## config.mk

```make
export PLATFORM = sky130hd
export DESIGN_NAME = fragment_reassembly_tracker
export DESIGN_NICKNAME = d
export VERILOG_FILES = /design/src/rtl/frt_pkg.sv /design/src/rtl/frt_entry_ram.sv /design/src/rtl/frt_tag_match.sv /design/src/rtl/fragment_reassembly_tracker.sv
export SDC_FILE = /design/constraint.sdc
export NUM_CORES = 2
export LEC_CHECK = 0
export BUFFER_PORTS_ARGS = -buffer_cell sky130_fd_sc_hd__buf_4
export CAP_MARGIN = 20
export CORE_ASPECT_RATIO = 0.6
export CORE_UTILIZATION = 53
export DETAILED_ROUTE_END_ITERATION = 7
export PLACE_DENSITY = 0.71
export SLEW_MARGIN = 0
export SYNTH_ARGS = -nofsm -noshare
export SYNTH_HDL_FRONTEND = slang
export SYNTH_HIERARCHICAL = 1
export SYNTH_SLANG_ARGS = --single-unit
```

## constraint.sdc

```tcl
create_clock -name clk -period 13.8 [get_ports clk]
set_input_delay 0.69 -clock clk [delete_from_list [all_inputs] [get_ports clk]]
set_output_delay 0.69 -clock clk [all_outputs]
set_load 0.02 [all_outputs]
```

## src/rtl/frt_pkg.sv

```systemverilog
// Shared types, constants and helper functions of the fragment reassembly tracker.
// Depends on nothing; every other file refers to it by scoped names.
package frt_pkg;

    // Table geometry.
    localparam int ENTRIES   = 8;
    localparam int IDX_W     = $clog2(ENTRIES);
    localparam int MAX_FRAGS = 64;
    localparam int MAP_W     = 64;
    localparam int BIT_W     = $clog2(MAP_W);
    localparam int TOT_W     = 7;

    // Result status codes.
    localparam logic [3:0] ST_INVALID   = 4'd0;
    localparam logic [3:0] ST_ZERO      = 4'd1;
    localparam logic [3:0] ST_TOO_MANY  = 4'd2;
    localparam logic [3:0] ST_FULL      = 4'd3;
    localparam logic [3:0] ST_RANGE     = 4'd4;
    localparam logic [3:0] ST_DUP       = 4'd5;
    localparam logic [3:0] ST_STORED    = 4'd6;
    localparam logic [3:0] ST_COMPLETE  = 4'd7;
    localparam logic [3:0] ST_NACK      = 4'd8;
    localparam logic [3:0] ST_NACK_NONE = 4'd9;
    localparam logic [3:0] ST_PURGED    = 4'd10;

    // Request kinds.
    localparam logic [1:0] REQ_FRAG  = 2'd0;
    localparam logic [1:0] REQ_CHECK = 2'd1;
    localparam logic [1:0] REQ_PURGE = 2'd2;
    localparam logic [1:0] REQ_TICK  = 2'd3;

    // Frame classes.
    localparam logic [1:0] CLS_AUDIO = 2'd0;
    localparam logic [1:0] CLS_KEY   = 2'd1;
    localparam logic [1:0] CLS_PRED  = 2'd2;

    // Configuration register indexes.
    localparam logic [2:0] CFG_NACK_AGE  = 3'd0;
    localparam logic [2:0] CFG_STALE     = 3'd1;
    localparam logic [2:0] CFG_KEY_MASK  = 3'd2;
    localparam logic [2:0] CFG_AUDIO     = 3'd3;

    // One table entry as kept in the entry memory.
    typedef struct packed {
        logic [TOT_W-1:0] total;
        logic [TOT_W-1:0] count;
        logic [7:0]       flags;
        logic [31:0]      pts;
        logic [31:0]      created;
        logic             nacked;
        logic [MAP_W-1:0] rmap;
    } entry_rec_t;

    // One result item.
    typedef struct packed {
        logic [3:0]       status;
        logic [IDX_W-1:0] slot;
        logic [31:0]      fid;
        logic [1:0]       fclass;
        logic [TOT_W-1:0] total;
        logic [31:0]      pts;
        logic [MAP_W-1:0] miss;
        logic [3:0]       purged;
        logic             last;
    } result_t;

    // Commands to the key tag table.
    typedef struct packed {
        logic             set;
        logic [IDX_W-1:0] set_idx;
        logic             clr;
        logic [IDX_W-1:0] clr_idx;
    } tag_cmd_t;

    // Lookup answers from the key tag table.
    typedef struct packed {
        logic             hit;
        logic [IDX_W-1:0] hit_idx;
        logic             free_ok;
        logic [IDX_W-1:0] free_idx;
    } tag_stat_t;

    // Mask of the lowest n fragment bits.
    function automatic logic [MAP_W-1:0] low_mask(input logic [TOT_W-1:0] n);
        logic [MAP_W-1:0] m;
        if (n >= TOT_W'(MAP_W))
            m = '1;
        else
            m = (MAP_W'(1) << n) - MAP_W'(1);
        return m;
    endfunction

endpackage

```

## src/rtl/frt_entry_ram.sv

```systemverilog
// Entry memory of the tracker: one record per table slot, one write and one read port.
// Depends on frt_pkg for the record type; read data is registered.
module frt_entry_ram (
    input  logic                         clk,
    input  logic                         we,
    input  logic [frt_pkg::IDX_W-1:0]    waddr,
    input  frt_pkg::entry_rec_t          wdata,
    input  logic [frt_pkg::IDX_W-1:0]    raddr,
    output frt_pkg::entry_rec_t          rdata
);

    frt_pkg::entry_rec_t mem [frt_pkg::ENTRIES];

    // Synchronous write and registered read.
    always_ff @(posedge clk)
    begin
        if (we)
        begin
            mem[waddr] <= wdata;
        end
        rdata <= mem[raddr];
    end

endmodule

```

## src/rtl/frt_tag_match.sv

```systemverilog
// Key tag table of the tracker: valid bits, frame ids and packet types with a parallel match.
// Depends on frt_pkg for the command and status structs.
module frt_tag_match (
    input  logic                          clk,
    input  logic                          rst_n,
    input  logic [31:0]                   key_frame,
    input  logic [7:0]                    key_kind,
    input  frt_pkg::tag_cmd_t             cmd,
    input  logic [frt_pkg::IDX_W-1:0]     sel_idx,
    output frt_pkg::tag_stat_t            stat,
    output logic [31:0]                   sel_frame,
    output logic [frt_pkg::ENTRIES-1:0]   valid
);

    logic [frt_pkg::ENTRIES-1:0] valid_reg;
    logic [31:0]                 frame_reg [frt_pkg::ENTRIES];
    logic [7:0]                  kind_reg  [frt_pkg::ENTRIES];

    // Valid bits are control state and clear at reset.
    always_ff @(posedge clk or negedge rst_n)
    begin
        if (!rst_n)
        begin
            valid_reg <= '0;
        end
        else
        begin
            if (cmd.set)
            begin
                valid_reg[cmd.set_idx] <= 1'b1;
            end
            if (cmd.clr)
            begin
                valid_reg[cmd.clr_idx] <= 1'b0;
            end
        end
    end

    // Key fields are written when an entry is created.
    always_ff @(posedge clk)
    begin
        if (cmd.set)
        begin
            frame_reg[cmd.set_idx] <= key_frame;
            kind_reg[cmd.set_idx]  <= key_kind;
        end
    end

    // Lowest matching entry and lowest free entry.
    always_comb
    begin
        stat = '0;
        for (int i = frt_pkg::ENTRIES - 1; i >= 0; i--)
        begin
            if (valid_reg[i] && frame_reg[i] == key_frame && kind_reg[i] == key_kind)
            begin
                stat.hit     = 1'b1;
                stat.hit_idx = frt_pkg::IDX_W'(i);
            end
            if (!valid_reg[i])
            begin
                stat.free_ok  = 1'b1;
                stat.free_idx = frt_pkg::IDX_W'(i);
            end
        end
    end

    assign sel_frame = frame_reg[sel_idx];
    assign valid     = valid_reg;

endmodule

```

## src/rtl/fragment_reassembly_tracker.sv

```systemverilog
// Fragment reassembly tracker, top level: sequencer, configuration and output register.
// Depends on frt_pkg, frt_tag_match and frt_entry_ram.
// Steps: a fragment passes lookup, update and hand-over; a reject found in the lookup skips
// the update; a check reads each entry, then reads and hands over each report or one
// no-report result; a purge reads each entry and hands over one result. One transaction
// at a time: the next is taken once the result is in the output register. Reset clears valid bits.
module fragment_reassembly_tracker (
    input  logic          clk,
    input  logic          rst_n,
    input  logic          s_tvalid,
    output logic          s_tready,
    // frame number, packet_type, frag_index, frag_count, flag_bits, time_stamp
    input  logic [111:0]  s_tdata,
    // req_type, header_valid
    input  logic [2:0]    s_tuser,
    output logic          m_tvalid,
    input  logic          m_tready,
    // slot, done frame number, frame_class, total_frags, pts, missing_map, purged_count
    output logic [143:0]  m_tdata,
    // status
    output logic [3:0]    m_tuser,
    output logic          m_tlast,
    input  logic          cfg_we,
    input  logic [2:0]    cfg_addr,
    input  logic [31:0]   cfg_wdata
);

    localparam int IW = frt_pkg::IDX_W;

    localparam logic [3:0] S_IDLE   = 4'd0;
    localparam logic [3:0] S_LOOKUP = 4'd1;
    localparam logic [3:0] S_UPDATE = 4'd2;
    localparam logic [3:0] S_EMIT   = 4'd3;
    localparam logic [3:0] S_CHK_RD = 4'd4;
    localparam logic [3:0] S_CHK_EV = 4'd5;
    localparam logic [3:0] S_REP_RD = 4'd6;
    localparam logic [3:0] S_REP_EV = 4'd7;
    localparam logic [3:0] S_PRG_RD = 4'd8;
    localparam logic [3:0] S_PRG_EV = 4'd9;

    logic [3:0]   state_reg, state_next, ret_reg, ret_next;
    logic         hv_reg;
    logic [111:0] in_reg;
    logic [IW-1:0] slot_reg, slot_next, scan_reg, scan_next;
    logic          isnew_reg, isnew_next;
    logic [frt_pkg::ENTRIES-1:0] qual_reg, qual_next;
    logic [3:0]   pcnt_reg, pcnt_next;
    frt_pkg::result_t res_reg, res_next, out_reg;
    logic         out_valid_reg;
    logic [31:0]  now_reg, nack_age_reg, stale_reg;
    logic [7:0]   key_mask_reg, audio_reg;

    // Captured input fields.
    logic [31:0]  f_fid, f_ts;
    logic [7:0]   f_ptype, f_flags;
    logic [15:0]  f_idx, f_cnt;
    assign f_fid   = in_reg[31:0];
    assign f_ptype = in_reg[39:32];
    assign f_idx   = in_reg[55:40];
    assign f_cnt   = in_reg[71:56];
    assign f_flags = in_reg[79:72];
    assign f_ts    = in_reg[111:80];

    frt_pkg::tag_cmd_t   tcmd;
    frt_pkg::tag_stat_t  tstat;
    logic [31:0]         sel_frame;
    logic [frt_pkg::ENTRIES-1:0] tvalid;

    logic                mem_we;
    logic [IW-1:0]       mem_waddr, mem_raddr;
    frt_pkg::entry_rec_t mem_wdata, mem_rdata;

    frt_tag_match u_tag (
        .clk       (clk),
        .rst_n     (rst_n),
        .key_frame (f_fid),
        .key_kind  (f_ptype),
        .cmd       (tcmd),
        .sel_idx   (slot_reg),
        .stat      (tstat),
        .sel_frame (sel_frame),
        .valid     (tvalid)
    );

    frt_entry_ram u_ram (
        .clk   (clk),
        .we    (mem_we),
        .waddr (mem_waddr),
        .wdata (mem_wdata),
        .raddr (mem_raddr),
        .rdata (mem_rdata)
    );

    logic s_fire, out_free;
    assign s_tready = (state_reg == S_IDLE);
    assign s_fire   = s_tvalid && s_tready;
    assign out_free = !out_valid_reg || m_tready;

    // Sequencer: lookup, read-modify-write of the entry memory and table walks.
    always_comb
    begin
        frt_pkg::entry_rec_t base, upd;
        logic [frt_pkg::MAP_W-1:0] miss;
        logic [frt_pkg::ENTRIES-1:0] qa, rest;
        logic q;
        logic [IW-1:0] low;
        logic [31:0] age;

        state_next = state_reg;
        ret_next   = ret_reg;
        slot_next  = slot_reg;
        scan_next  = scan_reg;
        isnew_next = isnew_reg;
        qual_next  = qual_reg;
        pcnt_next  = pcnt_reg;
        res_next   = res_reg;
        tcmd       = '0;
        mem_we     = 1'b0;
        mem_waddr  = slot_reg;
        mem_wdata  = mem_rdata;
        mem_raddr  = scan_reg;
        base = '0;
        upd  = '0;
        miss = mem_rdata.rmap;
        qa   = '0;
        rest = '0;
        q    = 1'b0;
        low  = '0;
        age  = now_reg - mem_rdata.created;

        case (state_reg)
            S_IDLE:
            begin
                if (s_fire)
                begin
                    res_next  = '0;
                    scan_next = '0;
                    qual_next = '0;
                    pcnt_next = '0;
                    case (s_tuser[1:0])
                        frt_pkg::REQ_FRAG:  state_next = S_LOOKUP;
                        frt_pkg::REQ_CHECK: state_next = S_CHK_RD;
                        frt_pkg::REQ_PURGE: state_next = S_PRG_RD;
                        default:            state_next = S_IDLE;
                    endcase
                end
            end

            // Early rejects, then the key match or a new entry.
            S_LOOKUP:
            begin
                res_next.last = 1'b1;
                ret_next      = S_IDLE;
                if (!hv_reg)
                begin
                    res_next.status = frt_pkg::ST_INVALID;
                    state_next      = S_EMIT;
                end
                else if (f_cnt == 16'd0)
                begin
                    res_next.status = frt_pkg::ST_ZERO;
                    state_next      = S_EMIT;
                end
                else if (f_cnt > 16'(frt_pkg::MAX_FRAGS))
                begin
                    res_next.status = frt_pkg::ST_TOO_MANY;
                    state_next      = S_EMIT;
                end
                else if (tstat.hit)
                begin
                    slot_next  = tstat.hit_idx;
                    mem_raddr  = tstat.hit_idx;
                    isnew_next = 1'b0;
                    state_next = S_UPDATE;
                end
                else if (tstat.free_ok)
                begin
                    slot_next    = tstat.free_idx;
                    isnew_next   = 1'b1;
                    tcmd.set     = 1'b1;
                    tcmd.set_idx = tstat.free_idx;
                    state_next   = S_UPDATE;
                end
                else
                begin
                    res_next.status = frt_pkg::ST_FULL;
                    state_next      = S_EMIT;
                end
            end

            // Mark the fragment and write the entry back.
            S_UPDATE:
            begin
                if (isnew_reg)
                begin
                    base.total   = f_cnt[frt_pkg::TOT_W-1:0];
                    base.count   = '0;
                    base.flags   = f_flags;
                    base.pts     = f_ts;
                    base.created = now_reg;
                    base.nacked  = 1'b0;
                    base.rmap    = '0;
                end
                else
                begin
                    base = mem_rdata;
                end
                upd       = base;
                mem_we    = 1'b1;
                mem_wdata = base;
                res_next.slot = slot_reg;
                state_next    = S_EMIT;
                if (f_idx >= 16'(base.total))
                begin
                    res_next.status = frt_pkg::ST_RANGE;
                end
                else if (base.rmap[f_idx[frt_pkg::BIT_W-1:0]])
                begin
                    res_next.status = frt_pkg::ST_DUP;
                end
                else
                begin
                    upd.rmap  = base.rmap | (frt_pkg::MAP_W'(1) << f_idx[frt_pkg::BIT_W-1:0]);
                    upd.count = base.count + frt_pkg::TOT_W'(1);
                    upd.flags = base.flags | f_flags;
                    mem_wdata = upd;
                    res_next.fid = f_fid;
                    if (upd.count < upd.total)
                    begin
                        res_next.status = frt_pkg::ST_STORED;
                    end
                    else
                    begin
                        res_next.status = frt_pkg::ST_COMPLETE;
                        res_next.total  = upd.total;
                        res_next.pts    = upd.pts;
                        if (f_ptype == audio_reg)
                            res_next.fclass = frt_pkg::CLS_AUDIO;
                        else if ((upd.flags & key_mask_reg) != 8'd0)
                            res_next.fclass = frt_pkg::CLS_KEY;
                        else
                            res_next.fclass = frt_pkg::CLS_PRED;
                        tcmd.clr     = 1'b1;
                        tcmd.clr_idx = slot_reg;
                    end
                end
            end

            // Hand the result to the output register.
            S_EMIT:
            begin
                if (out_free)
                begin
                    state_next = ret_reg;
                end
            end

            // Check, first pass: find the entries that need a report.
            S_CHK_RD:
            begin
                mem_raddr  = scan_reg;
                state_next = S_CHK_EV;
            end

            S_CHK_EV:
            begin
                miss = ~mem_rdata.rmap & frt_pkg::low_mask(mem_rdata.total);
                q = tvalid[scan_reg] && ((mem_rdata.flags & key_mask_reg) != 8'd0)
                    && !mem_rdata.nacked && (age >= nack_age_reg) && (miss != '0);
                qa = qual_reg;
                qa[scan_reg] = q;
                qual_next = qa;
                if (scan_reg == IW'(frt_pkg::ENTRIES - 1))
                begin
                    if (qa == '0)
                    begin
                        res_next.status = frt_pkg::ST_NACK_NONE;
                        res_next.last   = 1'b1;
                        ret_next        = S_IDLE;
                        state_next      = S_EMIT;
                    end
                    else
                    begin
                        state_next = S_REP_RD;
                    end
                end
                else
                begin
                    scan_next  = scan_reg + IW'(1);
                    state_next = S_CHK_RD;
                end
            end

            // Check, second pass: read the lowest flagged entry.
            S_REP_RD:
            begin
                for (int i = frt_pkg::ENTRIES - 1; i >= 0; i--)
                begin
                    if (qual_reg[i])
                    begin
                        low = IW'(i);
                    end
                end
                slot_next  = low;
                mem_raddr  = low;
                state_next = S_REP_EV;
            end

            S_REP_EV:
            begin
                miss = ~mem_rdata.rmap & frt_pkg::low_mask(mem_rdata.total);
                rest = qual_reg;
                rest[slot_reg] = 1'b0;
                qual_next = rest;
                upd = mem_rdata;
                upd.nacked = 1'b1;
                mem_we    = 1'b1;
                mem_wdata = upd;
                res_next.status = frt_pkg::ST_NACK;
                res_next.slot   = slot_reg;
                res_next.fid    = sel_frame;
                res_next.fclass = frt_pkg::CLS_KEY;
                res_next.total  = mem_rdata.total;
                res_next.pts    = mem_rdata.pts;
                res_next.miss   = miss;
                res_next.last   = (rest == '0);
                ret_next        = (rest == '0) ? S_IDLE : S_REP_RD;
                state_next      = S_EMIT;
            end

            // Purge: drop every entry older than the stale timeout.
            S_PRG_RD:
            begin
                mem_raddr  = scan_reg;
                state_next = S_PRG_EV;
            end

            S_PRG_EV:
            begin
                if (tvalid[scan_reg] && age > stale_reg)
                begin
                    tcmd.clr     = 1'b1;
                    tcmd.clr_idx = scan_reg;
                    pcnt_next    = (pcnt_reg == 4'd15) ? pcnt_reg : pcnt_reg + 4'd1;
                end
                if (scan_reg == IW'(frt_pkg::ENTRIES - 1))
                begin
                    res_next.status = frt_pkg::ST_PURGED;
                    res_next.purged = pcnt_next;
                    res_next.last   = 1'b1;
                    ret_next        = S_IDLE;
                    state_next      = S_EMIT;
                end
                else
                begin
                    scan_next  = scan_reg + IW'(1);
                    state_next = S_PRG_RD;
                end
            end

            default:
            begin
                state_next = S_IDLE;
            end
        endcase
    end

    // Control, configuration and result registers.
    always_ff @(posedge clk or negedge rst_n)
    begin
        if (!rst_n)
        begin
            state_reg     <= S_IDLE;
            ret_reg       <= S_IDLE;
            slot_reg      <= '0;
            scan_reg      <= '0;
            isnew_reg     <= 1'b0;
            qual_reg      <= '0;
            pcnt_reg      <= '0;
            res_reg       <= '0;
            out_reg       <= '0;
            out_valid_reg <= 1'b0;
            hv_reg        <= 1'b0;
            in_reg        <= '0;
            now_reg       <= '0;
            nack_age_reg  <= 32'd50;
            stale_reg     <= 32'd500;
            key_mask_reg  <= 8'd1;
            audio_reg     <= 8'd2;
        end
        else
        begin
            state_reg <= state_next;
            ret_reg   <= ret_next;
            slot_reg  <= slot_next;
            scan_reg  <= scan_next;
            isnew_reg <= isnew_next;
            qual_reg  <= qual_next;
            pcnt_reg  <= pcnt_next;
            res_reg   <= res_next;

            // Input capture; a tick advances the millisecond counter at once.
            if (s_fire)
            begin
                hv_reg  <= s_tuser[2];
                in_reg  <= s_tdata;
                if (s_tuser[1:0] == frt_pkg::REQ_TICK)
                begin
                    now_reg <= now_reg + 32'd1;
                end
            end

            // Output register.
            if (state_reg == S_EMIT && out_free)
            begin
                out_reg       <= res_reg;
                out_valid_reg <= 1'b1;
            end
            else if (m_tready)
            begin
                out_valid_reg <= 1'b0;
            end

            // Configuration writes.
            if (cfg_we)
            begin
                case (cfg_addr)
                    frt_pkg::CFG_NACK_AGE: nack_age_reg <= cfg_wdata;
                    frt_pkg::CFG_STALE:    stale_reg    <= cfg_wdata;
                    frt_pkg::CFG_KEY_MASK: key_mask_reg <= cfg_wdata[7:0];
                    frt_pkg::CFG_AUDIO:    audio_reg    <= cfg_wdata[7:0];
                    default:               ;
                endcase
            end
        end
    end

    assign m_tvalid = out_valid_reg;
    assign m_tuser  = out_reg.status;
    assign m_tlast  = out_reg.last;
    assign m_tdata  = {out_reg.purged, out_reg.miss, out_reg.pts, out_reg.total,
                       out_reg.fclass, out_reg.fid, out_reg.slot};

endmodule
```

==> impl_results.md <==
- Unrepaired setup endpoints after global routing: no
- DIE HEIGHT: 329.5 um
- Depth of the worst hold-timing path: 3
- Hold Startpoint: s_tdata[49]
- Hold Path Sink: in_reg[49]$_DFFE_PN0P_
- Sw Share: 0.3569
- Place WS: 6515 ps
- Cell area after synthesis: 0.09472 mm2
- Clk buf depth: 4
- Slowest stage cell, crit path: a221oi_1
- Sequential share of power: 0.439
- Worst Setup End Kind: flop
- #FFs+latches synth: 2235
- Post-Layout Cell Count: 9113
- Post-synthesis cell type count: 107
- Clock Tree Root: clkbuf_16
- Max-cap viol count: 0
- Crit Reg-Reg Endpoint: u_tag/valid[7]$_DFF_PN0_
- FF-to-FF Start: now_reg[8]$_DFFE_PN0P_
- Grt ovf: 0
- Critical Path, Cell by Cell: ha_1 -> a21oi_1 -> a2bb2oi_1 -> nand4_1 -> o21ai_0 -> o21ai_0 -> a221oi_1 -> a21oi_1 -> a211o_1 -> a21oi_1 -> xnor2_1 -> ha_1 -> nand4_1 -> nor4_1 -> inv_1 -> nor3_1 -> a21oi_1 -> a31oi_1 -> buf_4 -> and2_0 -> a22o_1 -> inv_1 -> o32a_1
- Switch Pwr: 8.414 mW
- First-pass GRT wire length: 384200 um
- Worst-skew pair later-pin latency: 870 ps
- Placed cell areas: 0.09942 mm2
- CTS tree: done
- Crit Path Class: reg -> reg
- Top-area cell type share of the netlist area: 0.4844
- Critical path's largest stage delay: 620 ps
- Most used cell along the critical path: a21oi_1
- Fin crit share: 0.5405
- Avg WL per Cell: 28.93 um
- Status: finished clean
- Clock sink total: 2235
- DRT Pass-1 Iters: 6
- Cells after synthesis: 6276
- Setup ws final: 6341 ps
- Port bufs: 305
- Tot GR Track Use: 0.2912
- Minimum clock period: 7459 ps
- Internal Power: 15.16 mW
- Initial antenna violation count: 15
- Die area: 0.1805 mm2
- Fmax achieved: 134.1 MHz
- Worst slew pin tran: 1170 ps
- Minimum setup slack among reg-to-reg paths: 6340 ps
- DR vias/cell: 6.298
- Clock power frac: 0.237
- Critical Path Start Type: flop
- Worst hold path class: in -> reg
- Crit-path max FO: 11
- Placed insts: 8694
- DRT Wirelength: 263600 um
- Fillcell total: 13.04k
- Placeable Area: 0.1764 mm2
- Largest register FFs: 1208
- GP Congestion: 1.026
- Sequential cell area fraction in the yosys report: 0.6634
- Buf+Inv Stages, Crit Path: 3
- Number of global-route vias before repair: 54.95k
- Critical path's top delay family: compound AO/OA/AOI/OAI gates
- Fin Clk Skew: 65.16 ps
- PD cells: 221.7 mW/mm2
- Site row count: 119
- Worst Reg-to-Reg Cells: 23
- Vias: 57.40k
- Share of cells above drive strength 1: 0.2266
- Critical Path AT: 8170 ps
- I/O pin count: 306
- H-tree levels: 4
- Final ANT Viol Nets: 0
- Mapped Nets: 6546
- Final Setup Violations: 0
- Syn Area/Cell: 15.09 um2
- Post-route cell area: 0.1064 mm2
- # nets final: 6857
- Dominant cell type by area after synthesis: edfxtp_1
- Yosys synthesis warning count: 6
- Post-synth ARST share: 0.2488
- Synth-to-layout area growth: 12.29%
- Top FF cell, synth: edfxtp_1
- Final Util: 0.6028
- Hpwl dp: 166800 um
- Power share of the combinational group: 0.324
- DRC: 0
- CTS clk-pin slew, worst paths: 70 ps
- LEAKAGE: 38.72 nW
- Max VDD drop: 0.1440 mV
- Leading post-synthesis cells by cell area: edfxtp_1 (48%), dfrtp_1 (14%), mux4_2 (9.0%)
- Num CTS Buffers: 202
- Largest net degree at the start of global routing: 149
- Rel. slew slack: 0.2128
- Die Wd: 547.8 um
- Post-synth EDFFs: 1528
- DR iter-0 viols: 7788
- Req. time, crit path: 14510 ps
- Final hold violation count: 0
- Setup TNS Final: 0 ps
- Max Slew Vio Count: 0
- Initial Utilization: 0.5368
-- cells in the final DEF (no fill, tap or decap), types with 167 or more instances in the layout --
cell type  synthesis  routed
mux4_2           377     377
edfxtp_1        1528    1528
xnor2_1          213     213
nand2_1          764     762
o21ai_0          279     279
buf_4              3     396
dfrtp_1          545     541
clkbuf_16          0     209
a21oi_1          192     191
mux2_2           356     356
xor2_1           167     167
-- metrics by stage --
stage,hold slack (ps),total power [mW]
global route,21.94,24.52
global placement,461.5,17.71
finish,39.16,23.58
detailed placement,463.3,17.90
CTS,0.2675,23.50
floorplan,394.4,15.04
-- worst max-delay path by stage --
stage / from / end / slack (ps) / cells after the start
finish: now_reg[8]$_DFFE_PN0P_ / u_tag/valid[7]$_DFF_PN0_ / 6340 / 23
global route: now_reg[0]$_DFFE_PN0P_ / u_tag/valid[5]$_DFF_PN0_ / 5860 / 26
floorplan: state_reg[0]$_DFFE_PN0P_ / u_ram/mem[4][0]$_DFFE_PP_ / 1360 / 7
global placement: in_reg[35]$_DFFE_PN0P_ / u_ram/rdata[50]$_DFF_P_ / 6720 / 15
CTS: now_reg[0]$_DFFE_PN0P_ / u_tag/valid[7]$_DFF_PN0_ / 6470 / 26
detailed placement: now_reg[0]$_DFFE_PN0P_ / u_tag/valid[7]$_DFF_PN0_ / 6510 / 26
-- cell families (layout without fill, tap and decap cells) --
group,Yosys count,count (layout),share of synthesized area
DFF,2235,2235,0.6634
AOI/OAI and AO/OA,887,887,0.05979
other,0,5,0
and+or+nand+nor,1393,1393,0.06778
xor gates and xnor gates,381,381,0.03531
buffers and inverters,513,986,0.02449
muxes,751,751,0.1339
adders and majority gates,116,116,0.01538
-- timing repair --
item,CTS,global route
endpoints found under the hold margin,140,0
hold buffers,41,0
resized for setup,0,0
setup buffers,0,0
-- power by group through the flow --
stage	clock network (mW)	registers [mW]	logic [mW]
2_1_floorplan	0	10.1	4.90
3_3_place_gp	0	10.4	7.31
3_5_place_dp	0	10.5	7.44
4_1_cts	5.66	10.3	7.51
5_1_grt	5.91	10.5	8.14
6_report	5.58	10.4	7.65
-- final cells by class --
| cell class | count | area (um2) | share of cell area |
|---|---|---|---|
| antenna | 5 | 12.51 | 0.0001176 |
| clock buffer | 280 | 5697 | 0.05356 |
| clock inverter | 86 | 763.2 | 0.007176 |
| inverter | 163 | 611.8 | 0.005753 |
| multi-input combinational | 3528 | 29770 | 0.2799 |
| sequential | 2235 | 62840 | 0.5909 |
| tap | 2359 | 2952 | 0.02775 |
| timing repair buffer | 457 | 3705 | 0.03483 |
-- routing by layer --
layer	up-vias	global-route usage	wire length [um]
met2	3127	0.4035	110900
li1	24330	-	-
met4	10	0.07021	6092
met5	-	0	61
met3	350	0.08832	32490
met1	29580	0.4486	114100
-- synth_stat cells, types with 19 or more instances --
cell type	number
a22oi_1	75
o22ai_1	19
nor4_1	58
o21ai_0	279
buf_6	41
mux2_2	356
edfxtp_1	1528
a22o_1	36
nor2_1	180
xnor2_1	213
nor3_1	40
buf_1	37
nand2b_1	32
nand3_1	79
clkbuf_1	209
nand4_1	86
o31ai_1	21
o211ai_1	20
ha_1	114
a21o_1	50
a21oi_1	192
mux4_2	377
a31oi_1	27
nor2b_1	35
dfxtp_1	151
xor2_1	167
inv_1	159
dfrtp_1	545
buf_2	60
nand2_1	764
-- worst register-to-register path, stage by stage (launching register included) --
cell and delay (ps):
dfrtp_1 440, ha_1 390, a21oi_1 170, a2bb2oi_1 450
nand4_1 130, o21ai_0 400, o21ai_0 300, a221oi_1 620
a21oi_1 280, a211o_1 320, a21oi_1 180, xnor2_1 130
ha_1 320, nand4_1 170, nor4_1 450, inv_1 80
nor3_1 470, a21oi_1 150, a31oi_1 460, buf_4 280
and2_0 360, a22o_1 310, inv_1 110, o32a_1 360
Power figures use the tool's default switching activity.
